===== config.mk =====
export PLATFORM = sky130hd
export DESIGN_NAME = servo_slew_ramp
export DESIGN_NICKNAME = d
export VERILOG_FILES = /design/src/rtl/ssr_pkg.sv /design/src/rtl/ssr_front.sv /design/src/rtl/ssr_queue.sv /design/src/rtl/ssr_engine.sv /design/src/rtl/servo_slew_ramp.sv
export SDC_FILE = /design/constraint.sdc
export NUM_CORES = 1
export LEC_CHECK = 0
export BUFFER_PORTS_ARGS = -buffer_cell sky130_fd_sc_hd__buf_2
export CELL_PAD_IN_SITES_DETAIL_PLACEMENT = 0
export CELL_PAD_IN_SITES_GLOBAL_PLACEMENT = 1
export CORE_ASPECT_RATIO = 0.5
export CORE_MARGIN = 2
export CORE_UTILIZATION = 35
export DETAILED_ROUTE_END_ITERATION = 8
export GPL_ROUTABILITY_DRIVEN = 0
export GPL_TIMING_DRIVEN = 0
export MAX_ROUTING_LAYER = met4
export PLACE_DENSITY = 0.65
export SLEW_MARGIN = 0
export SYNTH_ARGS = -nofsm -noshare
export SYNTH_HDL_FRONTEND = slang
export SYNTH_SLANG_ARGS = --single-unit

===== constraint.sdc =====
create_clock -name clk -period 10 [get_ports clk]
set_input_delay 0.5 -clock clk [delete_from_list [all_inputs] [get_ports clk]]
set_output_delay 0.5 -clock clk [all_outputs]
set_load 0.05 [all_outputs]

===== src/rtl/ssr_pkg.sv =====
// ----------------------------------------------------------------------------
// ssr_pkg: shared types and constants for the servo slew ramp
// Request and result payloads, classified command, config register map and
// the step-size helper used by the ramp engine.
// ----------------------------------------------------------------------------
package ssr_pkg;

    // Geometry and fixed values of the ramp
    localparam int NUM_LOCATIONS_DEF = 8;
    localparam int QUEUE_DEPTH       = 2;
    localparam int WIDTH_W           = 12;
    localparam int STEP_W            = 4;
    localparam int INTERVAL_W        = 8;
    localparam int LOC_W             = 3;
    localparam int SSTEP_W           = 5;

    localparam logic [WIDTH_W-1:0] HOME_LOW     = 12'd900;
    localparam logic [WIDTH_W-1:0] HOME_HIGH    = 12'd2100;
    localparam logic [WIDTH_W-1:0] HOME_DEFAULT = 12'd1500;
    localparam logic [WIDTH_W-1:0] DEADBAND     = 12'd8;
    localparam logic [STEP_W-1:0]  STEP_MIN     = 4'd2;
    localparam logic [STEP_W-1:0]  STEP_MAX     = 4'd12;
    localparam logic [STEP_W-1:0]  STEP_FALLBACK = 4'd5;

    localparam logic [STEP_W-1:0]     STEP_RESET     = 4'd5;
    localparam logic [INTERVAL_W-1:0] INTERVAL_RESET = 8'd4;

    // Configuration port
    localparam int APB_ADDR_W = 3;
    localparam int APB_DATA_W = 32;
    localparam logic CFG_STEP_SIZE     = 1'b0;
    localparam logic CFG_TICK_INTERVAL = 1'b1;

    // Request codes as they arrive on the input channel
    typedef enum logic [2:0] {
        REQ_TICK     = 3'd0,
        REQ_GO_LOC   = 3'd1,
        REQ_GO_WIDTH = 3'd2,
        REQ_SAVE     = 3'd3,
        REQ_WRITE    = 3'd4,
        REQ_HOME     = 3'd5
    } req_code_t;

    // Classified operations handed to the ramp engine
    typedef enum logic [2:0] {
        OP_NOP      = 3'd0,
        OP_TICK     = 3'd1,
        OP_GO_LOC   = 3'd2,
        OP_GO_WIDTH = 3'd3,
        OP_SAVE     = 3'd4,
        OP_WRITE    = 3'd5,
        OP_HOME     = 3'd6
    } op_t;

    typedef struct packed {
        logic [2:0]         req_type;
        logic [LOC_W-1:0]   loc_index;
        logic [WIDTH_W-1:0] width_value;
    } req_t;

    typedef struct packed {
        logic [WIDTH_W-1:0] drive_width;
        logic [WIDTH_W-1:0] settled_position;
        logic               moving;
        logic               refused;
    } rsp_t;

    typedef struct packed {
        op_t                op;
        logic [LOC_W-1:0]   loc;
        logic [WIDTH_W-1:0] width;
    } cmd_t;

    // Map an out-of-range step size to the fallback
    function automatic logic [STEP_W-1:0] eff_step(input logic [STEP_W-1:0] s);
        logic [STEP_W-1:0] r;
        r = s;
        if (s < STEP_MIN || s > STEP_MAX)
        begin
            r = STEP_FALLBACK;
        end
        return r;
    endfunction

endpackage


===== src/rtl/ssr_front.sv =====
// ----------------------------------------------------------------------------
// ssr_front: request classifier
// Decodes the request code, checks the location index against the table
// depth and rewrites each request into a command for the ramp engine.
// ----------------------------------------------------------------------------
module ssr_front #(
    parameter int NUM_LOCATIONS = ssr_pkg::NUM_LOCATIONS_DEF
) (
    input  ssr_pkg::req_t req,
    output ssr_pkg::cmd_t cmd
);

    logic loc_ok;

    // Check the index against the table depth
    assign loc_ok = (32'(req.loc_index) < 32'(NUM_LOCATIONS));

    // Classify the request
    always_comb
    begin
        cmd.op    = ssr_pkg::OP_NOP;
        cmd.loc   = req.loc_index;
        cmd.width = req.width_value;
        unique case (req.req_type)
            ssr_pkg::REQ_TICK:
            begin
                cmd.op = ssr_pkg::OP_TICK;
            end
            ssr_pkg::REQ_GO_LOC:
            begin
                // an index beyond the table asks for width zero
                if (loc_ok)
                begin
                    cmd.op = ssr_pkg::OP_GO_LOC;
                end
                else
                begin
                    cmd.op    = ssr_pkg::OP_GO_WIDTH;
                    cmd.width = '0;
                end
            end
            ssr_pkg::REQ_GO_WIDTH:
            begin
                cmd.op = ssr_pkg::OP_GO_WIDTH;
            end
            ssr_pkg::REQ_SAVE:
            begin
                cmd.op = loc_ok ? ssr_pkg::OP_SAVE : ssr_pkg::OP_NOP;
            end
            ssr_pkg::REQ_WRITE:
            begin
                cmd.op = loc_ok ? ssr_pkg::OP_WRITE : ssr_pkg::OP_NOP;
            end
            ssr_pkg::REQ_HOME:
            begin
                cmd.op = ssr_pkg::OP_HOME;
            end
            default:
            begin
                cmd.op = ssr_pkg::OP_NOP;
            end
        endcase
    end

endmodule


===== src/rtl/ssr_queue.sv =====
// ----------------------------------------------------------------------------
// ssr_queue: command queue
// Short first-in first-out buffer between the classifier and the ramp
// engine so either side can stall on its own.
// ----------------------------------------------------------------------------
module ssr_queue (
    input  logic          clk,
    input  logic          rst_n,
    input  logic          push_valid,
    output logic          push_ready,
    input  ssr_pkg::cmd_t push_cmd,
    output logic          pop_valid,
    input  logic          pop_ready,
    output ssr_pkg::cmd_t pop_cmd
);

    localparam int DEPTH = ssr_pkg::QUEUE_DEPTH;
    localparam int PTR_W = (DEPTH > 1) ? $clog2(DEPTH) : 1;
    localparam int CNT_W = $clog2(DEPTH + 1);

    ssr_pkg::cmd_t    entry_reg [DEPTH];
    logic [PTR_W-1:0] wr_ptr_reg, wr_ptr_next;
    logic [PTR_W-1:0] rd_ptr_reg, rd_ptr_next;
    logic [CNT_W-1:0] count_reg, count_next;
    logic             push, pop;

    assign push_ready = (count_reg != CNT_W'(DEPTH));
    assign pop_valid  = (count_reg != '0);
    assign pop_cmd    = entry_reg[rd_ptr_reg];
    assign push       = push_valid && push_ready;
    assign pop        = pop_valid && pop_ready;

    // Advance pointers and occupancy
    always_comb
    begin
        wr_ptr_next = wr_ptr_reg;
        rd_ptr_next = rd_ptr_reg;
        count_next  = count_reg;
        if (push)
        begin
            wr_ptr_next = (wr_ptr_reg == PTR_W'(DEPTH - 1)) ? '0 : wr_ptr_reg + 1'b1;
        end
        if (pop)
        begin
            rd_ptr_next = (rd_ptr_reg == PTR_W'(DEPTH - 1)) ? '0 : rd_ptr_reg + 1'b1;
        end
        if (push && !pop)
        begin
            count_next = count_reg + 1'b1;
        end
        else if (pop && !push)
        begin
            count_next = count_reg - 1'b1;
        end
    end

    always_ff @(posedge clk or negedge rst_n)
    begin
        if (!rst_n)
        begin
            wr_ptr_reg <= '0;
            rd_ptr_reg <= '0;
            count_reg  <= '0;
        end
        else
        begin
            wr_ptr_reg <= wr_ptr_next;
            rd_ptr_reg <= rd_ptr_next;
            count_reg  <= count_next;
        end
    end

    // Store the incoming command
    always_ff @(posedge clk)
    begin
        if (push)
        begin
            entry_reg[wr_ptr_reg] <= push_cmd;
        end
    end

endmodule


===== src/rtl/ssr_engine.sv =====
// ----------------------------------------------------------------------------
// ssr_engine: ramp engine
// Executes one command per cycle while the response is not stalled, against
// the ramp state and location table; holds the result in an output register.
// ----------------------------------------------------------------------------
module ssr_engine #(
    parameter int NUM_LOCATIONS = ssr_pkg::NUM_LOCATIONS_DEF
) (
    input  logic                               clk,
    input  logic                               rst_n,
    input  logic [ssr_pkg::STEP_W-1:0]         step_size,
    input  logic [ssr_pkg::INTERVAL_W-1:0]     tick_interval,
    input  logic                               cmd_valid,
    output logic                               cmd_ready,
    input  ssr_pkg::cmd_t                      cmd,
    output logic                               rsp_valid,
    input  logic                               rsp_ready,
    output ssr_pkg::rsp_t                      rsp
);

    localparam int W     = ssr_pkg::WIDTH_W;
    localparam int SW    = ssr_pkg::SSTEP_W;
    localparam int IDX_W = (NUM_LOCATIONS > 1) ? $clog2(NUM_LOCATIONS) : 1;

    logic [W-1:0]                     out_reg, out_next;
    logic [W-1:0]                     goal_reg, goal_next;
    logic [W-1:0]                     rest_reg, rest_next;
    logic signed [SW-1:0]             sstep_reg, sstep_next;
    logic                             busy_reg, busy_next;
    logic [ssr_pkg::INTERVAL_W-1:0]   elapsed_reg, elapsed_next;
    logic [W-1:0]                     table_reg [NUM_LOCATIONS];
    ssr_pkg::rsp_t                    rsp_reg, rsp_next;
    logic                             rsp_valid_reg;

    logic                             take;
    logic [IDX_W-1:0]                 idx;
    logic [ssr_pkg::STEP_W-1:0]       eff;
    logic [W-1:0]                     eff_w;
    logic [W-1:0]                     go_goal;
    logic [W:0]                       go_delta;
    logic [W-1:0]                     dist_mag;
    logic                             go_refuse;
    logic [W-1:0]                     go_out;
    logic [W-1:0]                     stepped;
    logic [W:0]                       diff;
    logic [W-1:0]                     diff_mag;
    logic [W-1:0]                     home_w;
    logic                             refused;
    logic                             tbl_we;
    logic [W-1:0]                     tbl_wdata;

    assign take      = cmd_valid && (!rsp_valid_reg || rsp_ready);
    assign cmd_ready = !rsp_valid_reg || rsp_ready;
    assign rsp_valid = rsp_valid_reg;
    assign rsp       = rsp_reg;
    assign idx       = IDX_W'(cmd.loc);
    assign eff       = ssr_pkg::eff_step(step_size);
    assign eff_w     = W'(eff);

    // Measure a go request against the settled position
    assign go_goal   = (cmd.op == ssr_pkg::OP_GO_LOC) ? table_reg[idx] : cmd.width;
    assign go_delta  = {1'b0, go_goal} - {1'b0, rest_reg};
    assign dist_mag  = go_delta[W] ? W'(-go_delta) : go_delta[W-1:0];
    assign go_refuse = (dist_mag == '0) || (dist_mag < eff_w) || (dist_mag < ssr_pkg::DEADBAND);
    assign go_out    = go_delta[W] ? rest_reg - eff_w : rest_reg + eff_w;

    // Take one ramp step and measure what is left
    assign stepped  = out_reg + {{(W - SW){sstep_reg[SW-1]}}, sstep_reg};
    assign diff     = {1'b0, stepped} - {1'b0, goal_reg};
    assign diff_mag = diff[W] ? W'(-diff) : diff[W-1:0];

    // Pick the home width
    assign home_w = (table_reg[0] < ssr_pkg::HOME_LOW || table_reg[0] > ssr_pkg::HOME_HIGH)
                  ? ssr_pkg::HOME_DEFAULT : table_reg[0];

    // Execute the command
    always_comb
    begin
        out_next     = out_reg;
        goal_next    = goal_reg;
        rest_next    = rest_reg;
        sstep_next   = sstep_reg;
        busy_next    = busy_reg;
        elapsed_next = elapsed_reg;
        refused      = 1'b0;
        tbl_we       = 1'b0;
        tbl_wdata    = cmd.width;
        unique case (cmd.op) inside
            ssr_pkg::OP_TICK:
            begin
                if (busy_reg)
                begin
                    if (elapsed_reg < tick_interval)
                    begin
                        elapsed_next = elapsed_reg + 1'b1;
                    end
                    else
                    begin
                        elapsed_next = '0;
                        out_next     = stepped;
                        if (diff_mag <= eff_w)
                        begin
                            out_next  = goal_reg;
                            rest_next = goal_reg;
                            busy_next = 1'b0;
                        end
                    end
                end
            end
            ssr_pkg::OP_GO_LOC, ssr_pkg::OP_GO_WIDTH:
            begin
                goal_next = go_goal;
                if (go_refuse)
                begin
                    refused = 1'b1;
                end
                else
                begin
                    sstep_next   = go_delta[W] ? -SW'(eff) : SW'(eff);
                    out_next     = go_out;
                    busy_next    = 1'b1;
                    elapsed_next = '0;
                end
            end
            ssr_pkg::OP_SAVE:
            begin
                tbl_we    = 1'b1;
                tbl_wdata = rest_reg;
            end
            ssr_pkg::OP_WRITE:
            begin
                tbl_we = 1'b1;
            end
            ssr_pkg::OP_HOME:
            begin
                goal_next    = home_w;
                out_next     = home_w;
                sstep_next   = SW'(eff);
                busy_next    = 1'b1;
                elapsed_next = '0;
            end
            default:
            begin
                refused = 1'b0;
            end
        endcase
        rsp_next.drive_width      = out_next;
        rsp_next.settled_position = rest_next;
        rsp_next.moving           = busy_next;
        rsp_next.refused          = refused;
    end

    // Hold ramp state and table
    always_ff @(posedge clk or negedge rst_n)
    begin
        if (!rst_n)
        begin
            out_reg       <= '0;
            goal_reg      <= '0;
            rest_reg      <= '0;
            sstep_reg     <= '0;
            busy_reg      <= 1'b0;
            elapsed_reg   <= '0;
            rsp_valid_reg <= 1'b0;
            for (int i = 0; i < NUM_LOCATIONS; i++)
            begin
                table_reg[i] <= '0;
            end
        end
        else
        begin
            if (take)
            begin
                out_reg     <= out_next;
                goal_reg    <= goal_next;
                rest_reg    <= rest_next;
                sstep_reg   <= sstep_next;
                busy_reg    <= busy_next;
                elapsed_reg <= elapsed_next;
                if (tbl_we)
                begin
                    table_reg[idx] <= tbl_wdata;
                end
            end
            if (take)
            begin
                rsp_valid_reg <= 1'b1;
            end
            else if (rsp_ready)
            begin
                rsp_valid_reg <= 1'b0;
            end
        end
    end

    // Load the result register
    always_ff @(posedge clk)
    begin
        if (take)
        begin
            rsp_reg <= rsp_next;
        end
    end

endmodule


===== src/rtl/servo_slew_ramp.sv =====
// ----------------------------------------------------------------------------
// servo_slew_ramp: servo pulse-width slew-rate limiter
// Front classifier, command queue and ramp engine, with an APB-style
// register port for step size and tick interval.
// ----------------------------------------------------------------------------
// Path: an accepted request is written into the queue; the engine then takes
// it and loads the result register when that register is free or being read.
// Throughput: one request per cycle while the response side does not stall.
// Reset: ramp state and location table clear to zero, step size 5,
// tick interval 4; the queue is empty and ready for requests out of reset.
module servo_slew_ramp #(
    parameter int NUM_LOCATIONS = ssr_pkg::NUM_LOCATIONS_DEF
) (
    input  logic                            clk,
    input  logic                            rst_n,
    input  logic                            req_valid,
    output logic                            req_ready,
    input  ssr_pkg::req_t                   req_data,
    output logic                            rsp_valid,
    input  logic                            rsp_ready,
    output ssr_pkg::rsp_t                   rsp_data,
    input  logic                            psel,
    input  logic                            penable,
    input  logic                            pwrite,
    input  logic [ssr_pkg::APB_ADDR_W-1:0]  paddr,
    input  logic [ssr_pkg::APB_DATA_W-1:0]  pwdata,
    output logic [ssr_pkg::APB_DATA_W-1:0]  prdata,
    output logic                            pready
);

    logic [ssr_pkg::STEP_W-1:0]     step_reg;
    logic [ssr_pkg::INTERVAL_W-1:0] interval_reg;
    logic                           cfg_we;
    logic                           cfg_idx;
    ssr_pkg::cmd_t                  front_cmd;
    ssr_pkg::cmd_t                  queue_cmd;
    logic                           queue_valid;
    logic                           engine_ready;

    // Register port
    assign pready  = 1'b1;
    assign cfg_idx = paddr[2];
    assign cfg_we  = psel && penable && pwrite;

    always_comb
    begin
        unique case (cfg_idx)
            ssr_pkg::CFG_STEP_SIZE:     prdata = ssr_pkg::APB_DATA_W'(step_reg);
            ssr_pkg::CFG_TICK_INTERVAL: prdata = ssr_pkg::APB_DATA_W'(interval_reg);
            default:                    prdata = '0;
        endcase
    end

    always_ff @(posedge clk or negedge rst_n)
    begin
        if (!rst_n)
        begin
            step_reg     <= ssr_pkg::STEP_RESET;
            interval_reg <= ssr_pkg::INTERVAL_RESET;
        end
        else if (cfg_we)
        begin
            if (cfg_idx == ssr_pkg::CFG_STEP_SIZE)
            begin
                step_reg <= pwdata[ssr_pkg::STEP_W-1:0];
            end
            else
            begin
                interval_reg <= pwdata[ssr_pkg::INTERVAL_W-1:0];
            end
        end
    end

    // Classify the request
    ssr_front #(
        .NUM_LOCATIONS (NUM_LOCATIONS)
    ) u_front (
        .req (req_data),
        .cmd (front_cmd)
    );

    // Buffer commands
    ssr_queue u_queue (
        .clk        (clk),
        .rst_n      (rst_n),
        .push_valid (req_valid),
        .push_ready (req_ready),
        .push_cmd   (front_cmd),
        .pop_valid  (queue_valid),
        .pop_ready  (engine_ready),
        .pop_cmd    (queue_cmd)
    );

    // Run the ramp
    ssr_engine #(
        .NUM_LOCATIONS (NUM_LOCATIONS)
    ) u_engine (
        .clk           (clk),
        .rst_n         (rst_n),
        .step_size     (step_reg),
        .tick_interval (interval_reg),
        .cmd_valid     (queue_valid),
        .cmd_ready     (engine_ready),
        .cmd           (queue_cmd),
        .rsp_valid     (rsp_valid),
        .rsp_ready     (rsp_ready),
        .rsp           (rsp_data)
    );

endmodule


==> metrics, run 1 <==
outcome=completed; TNS Setup=0 ns; worst reg2reg path startpoint=u_queue.rd_ptr_reg$_DFFE_PN0P_; Post-synth EDFFs=62; Top Usage Layer GRT=met2; most frequent cells after synthesis=nand2_1 (266), o21ai_0 (171), dfrtp_1 (160); Clk pin slew, worst setup/hold paths=0.06 ns; Ports=121; Inst Count DP=2118; Synth Warn #=0; Syn Inst Count=1496; CP max stage cell=mux2i_1; total number of vias=11649; worst-path fanout max=10; Residual DRC=0; Final Slew Violations=0; Routed WL per cell=20.1 um; non-filler cells in the finished layout=2165; cell area after synthesis=13700 um2; ant diodes=0; Worst path most repeated cell=clkbuf_1; area delta synth->final=14.3%; RSZ-0062 raised after global routing=no; CTS root buf=clkbuf_16; Seq/Total Area, Yosys=43.4%; Reg2Reg Depth=30; die area=40800 um2; M2 GR Usage=34.5%; Async SR Flop Fraction=72.4%; layout cell share with drive strength beyond 1=13.0%; CTS tree=done; Resized Gates After CTS=0; register bit total from synthesis=225; Hold Path Depth=1; Min Clock Period, post-route=9.08 ns; Vert. Die Dim=144 um; initial core utilization=35.3%; total gr overflow=0; depth of the CTS H-tree=1; DPL Wire Length=33100 um; via density per instance=5.38; cell taking the most area after synthesis=dfrtp_1; Data arrival, critical path=9.38 ns; num rows=51; endpoints failing setup=0; CP Launch Point=u_queue.rd_ptr_reg$_DFFE_PN0P_; nets@finish=1746; Clk Latency, worst-skew pair=0.55 ns; port bufs=68; clock tree buffer depth=3; setup bufs post-CTS=0; core area=38700 um2; final wirelength=43600 um; Max-Cap Viols=0; initial antenna violation count=0; f_max=110 MHz; Top FF cell, synth=dfrtp_1; FILL cells=3900; largest cells by area after synthesis=dfrtp_1 (29%), edfxtp_1 (14%), nand2_1 (7.3%); most numerous cell in the Yosys netlist=nand2_1; Die X=284 um; 1st-pass router iterations=7; Worst Path Required=10.30 ns; final hold vios=0; startpoint of the worst hold path=req_data[14]; TritonCTS Sinks=225; Setup crit end kind=flip-flop; met1 Usage GRT=29.6%; actual slew at the worst max-slew pin=1.26 ns; Final ANT Viol Nets=0; post-synth top area share=29.3%; CTS Buf Count=25; Largest register FFs=96; First DRT Iteration DRCs=1012; Crit Path Category=reg -> reg; Tcrit/Tclk final=90.8%; Slew headroom=13.3%; first-pass GRT wire length=66700 um; CP startpoint kind=flip-flop; Unique masters post-synth=94; synthesized area per cell=9.15 um2; total track usage=21.8%; CP max stage delay=1.10 ns; largest net degree at the start of global routing=83; met3 Usage GRT=3.05%; worst min-delay path category=in -> reg; CTS Hold Bufs=1; Core Util, Final=40.4%; number of global-route vias before repair=11019; clock skew=0.0103 ns
metrics by stage:
stage               setup slack, ns  area (um2)  hold WS (ns)
finish                        0.922       15600         0.140
global route                  0.220       15600         0.117
CTS                           0.959       15600         0.116
detailed placement            0.986       14800         0.471
global placement              0.950       14800         0.462
floorplan                      3.54       13800         0.204
logic make-up (layout without fill, tap and decap cells):
| kind of cell | after synthesis | after routing | synth area share [%] |
|---|---|---|---|
| muxes | 68 | 68 | 5.40 |
| DFF | 225 | 225 | 43.4 |
| and+or+nand+nor | 513 | 513 | 16.7 |
| AOI/OAI and AO/OA | 431 | 431 | 20.3 |
| buffers and inverters | 144 | 260 | 4.70 |
| xor gates and xnor gates | 43 | 43 | 2.75 |
| other | 2 | 25 | 0.0549 |
| adders and majority gates | 70 | 70 | 6.62 |
final timing paths:
check | to | slack (ns)
worst max register to register | u_engine.rsp[25]$_DFFE_PP_ | 0.92
worst min-delay path | u_queue.entry_reg[0][14]$_DFFE_PP_ | 0.14
worst max-delay path | u_engine.rsp[25]$_DFFE_PP_ | 0.92
min in group asynchronous | interval_reg[0]$_DFFE_PN0P_ | 0.51
max in group asynchronous | u_engine.table_reg[14]$_DFFE_PN0P_ | 8.59
worst min register to register | u_engine.table_reg[14]$_DFFE_PN0P_ | 0.48
cell usage in the layout (no fill, tap or decap), types with 18 or more instances in the layout:
cell type and count:
dfrtp_1 160, nand3_1 31, a21oi_1 76, mux2_2 32, edfxtp_1 62, clkbuf_16 25
a21o_1 20, nor2_1 95, conb_1 25, buf_2 68, clkbuf_1 59, buf_4 25
o21ai_0 171, nand2_1 266, mux2i_1 33, nand2b_1 18, xnor2_1 33, ha_1 66
nor3_1 25, inv_1 58
per-layer routing:
layer / wire, um / up-vias / part of all wire, %
met5: 0 / - / 0
met1: 20000 / 5680 / 46
met2: 19900 / 329 / 46
li1: - / 5572 / -
met3: 2530 / 68 / 5.8
met4: 1130 / 0 / 2.6
critical path, delay by kind of cell (launching register included):
kind | cells | cell delay, ns
AOI/OAI and AO/OA | 16 | 3.66
buffers and inverters | 7 | 2.67
muxes | 1 | 1.10
adders and majority gates | 2 | 0.58
and+or+nand+nor | 3 | 0.34
DFF | 1 | 0.32
xor gates and xnor gates | 1 | 0.12
cell type report:
class / count / area, um2 / area share, %
inverter: 58 / 218 / 1.39
timing repair buffer: 70 / 388 / 2.48
multi-input combinational: 1150 / 7180 / 45.9
clock buffer: 30 / 664 / 4.25
sequential: 225 / 5940 / 38.0
tap: 530 / 663 / 4.24
buffer: 86 / 427 / 2.73
clock inverter: 16 / 151 / 0.968
Power of run 1 is left out: the tool's default activity adds up to more than one toggle a clock period on the data nets, which glitch-free logic cannot reach.
==> run 2, diff against run 1 <==
ABC_AREA = 1   (was unset)
PLACE_DENSITY = 0.67   (was 0.65)
clock period = 8.6 ns   (was 10 ns; I/O delays follow)
==> metrics, run 2 <==
most frequent cells after synthesis=nand2_1 (453), inv_1 (235), dfrtp_1 (160); CP startpoint kind=flip-flop; Setup crit end kind=flip-flop; endpoints failing setup=0; area occupied by multi-input gates=6970 um2; total number of vias=12009; Crit Path Category=reg -> reg; Ports=121; f_max=162 MHz; actual slew at the worst max-slew pin=1.06 ns; Hold Path Depth=1; depth of the CTS H-tree=1; register bit total from synthesis=225; Clk pin slew, worst setup/hold paths=0.06 ns; DPL Wire Length=32400 um; commonest cells after routing, fill and taps aside=nand2_1 (453), inv_1 (235), dfrtp_1 (160); Async SR Flop Fraction=72.4%; Die X=289 um; Register Area=5940 um2; CTS Buf Count=24; Seq/Total Area, Yosys=42.0%; Unique masters post-synth=57; Routed WL per cell=17.0 um; CP max stage cell=nand3_1; total track usage=20.4%; Max-Cap Viols=0; first-pass GRT wire length=65300 um; area delta synth->final=14.5%; WL met2=18000 um; RSZ-0062 raised after global routing=no; Top FF cell, synth=dfrtp_1; worst-path fanout max=11; Reg2Reg Depth=28; TNS Setup=0 ns; layout cell share with drive strength beyond 1=13.6%; cell taking the most area after synthesis=dfrtp_1; initial antenna violation count=0; CP max stage delay=0.52 ns; commonest non-fill, non-tap cell in the layout=nand2_1; Post-synth EDFFs=62; Largest register FFs=96; 1st-pass router iterations=6; Clk Latency, worst-skew pair=0.54 ns; synthesized area per cell=8.01 um2; Slew headroom=29.4%; num rows=52; largest cells by area after synthesis=dfrtp_1 (28%), edfxtp_1 (13%), nand2_1 (12%); clock tree buffer depth=3; most numerous cell in the Yosys netlist=nand2_1; port bufs=69; Worst path most repeated cell=nand2_1; top routing layer used=met4; Residual DRC=0; CTS tree=done; post-synth top area share=28.3%; number of global-route vias before repair=11238; Synth Warn #=0; nets@finish=2021; final wirelength=41700 um; total gr overflow=0; die area=42200 um2; First DRT Iteration DRCs=842; worst min-delay path category=in -> reg; Tcrit/Tclk final=72.0%; ant diodes=0; final hold vios=0; Data arrival, critical path=6.47 ns; core area=40100 um2; Worst Path Required=8.88 ns; Syn Inst Count=1769; CTS root buf=clkbuf_16; cell area after synthesis=14200 um2; via density per instance=4.90; Min Hold Slack=0.0815 ns; FILL cells=4171; largest net degree at the start of global routing=91; Vert. Die Dim=146 um; r2r setup slk=2.41 ns; setup bufs post-CTS=0; outcome=completed; Min Clock Period, post-route=6.19 ns; clock skew=0.0137 ns; DRT met1 WL=20800 um; initial core utilization=35.3%; Final ANT Viol Nets=0; TritonCTS Sinks=225; Final Slew Violations=0; met3 wire length=2020 um
## run 2: cell count changes after synthesis, moves of 31 or more
cell / change
clkbuf_1: -37
nand3_1: +76
nand2_1: +187
nor2_1: +31
inv_1: +177
o21ai_0: -65
## run 2: what timing repair did
| item | CTS | global route |
|---|---|---|
| resized for setup | 0 | 0 |
| hold endpoints to repair | 73 | 0 |
| endpoints found under the setup margin | 0 | 0 |
| hold buffers | 1 | 0 |
## run 2: worst max-delay path, delay by kind of cell (launching register included)
family / cells / cell delay (ns)
adders and majority gates: 2 / 0.91
and+or+nand+nor: 12 / 1.53
DFF: 1 / 0.42
buffers and inverters: 3 / 0.74
AOI/OAI and AO/OA: 11 / 2.33
## run 2: cell families (layout without fill, tap and decap cells)
group	count (synthesis)	after routing	share of synthesized area (%)
buffers and inverters	316	433	9.52
and+or+nand+nor	766	766	23.2
adders and majority gates	70	70	6.39
other	2	25	0.0530
xor gates and xnor gates	33	33	2.04
AOI/OAI and AO/OA	297	297	12.2
DFF	225	225	42.0
muxes	60	60	4.66
## run 2: cell type report
class,count,share of cell area (%)
clock buffers,29,3.94
clock inverters,15,1.42
plain buffers,69,2.60
repair buffers,73,2.61
flip-flops and latches,225,36.6
multi-input cells,1251,42.9
well taps,540,4.16
inverters,247,5.71
## run 2: worst paths after layout
kind,startpoint,to
worst max-delay path,u_queue.rd_ptr_reg$_DFFE_PN0P_,u_engine.rsp[24]$_DFFE_PP_
worst min-delay path,req_data[5],u_queue.entry_reg[1][5]$_DFFE_PP_
worst max register to register,u_queue.rd_ptr_reg$_DFFE_PN0P_,u_engine.rsp[24]$_DFFE_PP_
worst min register to register,u_queue.count_reg[0]$_DFFE_PN0P_,u_queue.count_reg[0]$_DFFE_PN0P_
max in group asynchronous,rst_n,step_reg[2]$_DFFE_PN1P_
min in group asynchronous,rst_n,u_engine.table_reg[14]$_DFFE_PN0P_
## run 2: through the flow
stage / setup WS [ns] / instance area [um2] / instances / util [%]
6_report: 2.41 / 16200 / 2449 / 40.4
4_1_cts: 2.44 / 16200 / 2449 / 40.4
3_5_place_dp: 2.46 / 15300 / 2404 / 38.2
5_1_grt: 1.99 / 16200 / 2449 / 40.4
3_3_place_gp: 2.46 / 15300 / 2401 / 38.1
2_1_floorplan: 3.95 / 14300 / 1792 / -
## run 2: per-layer routing
layer | vias to the layer above | global-route usage (%)
met1 | 5671 | 30.0
met4 | 0 | 3.96
met5 | - | -
li1 | 6048 | -
met3 | 45 | 2.95
met2 | 245 | 29.9
Power of run 2 is left out for the same reason.
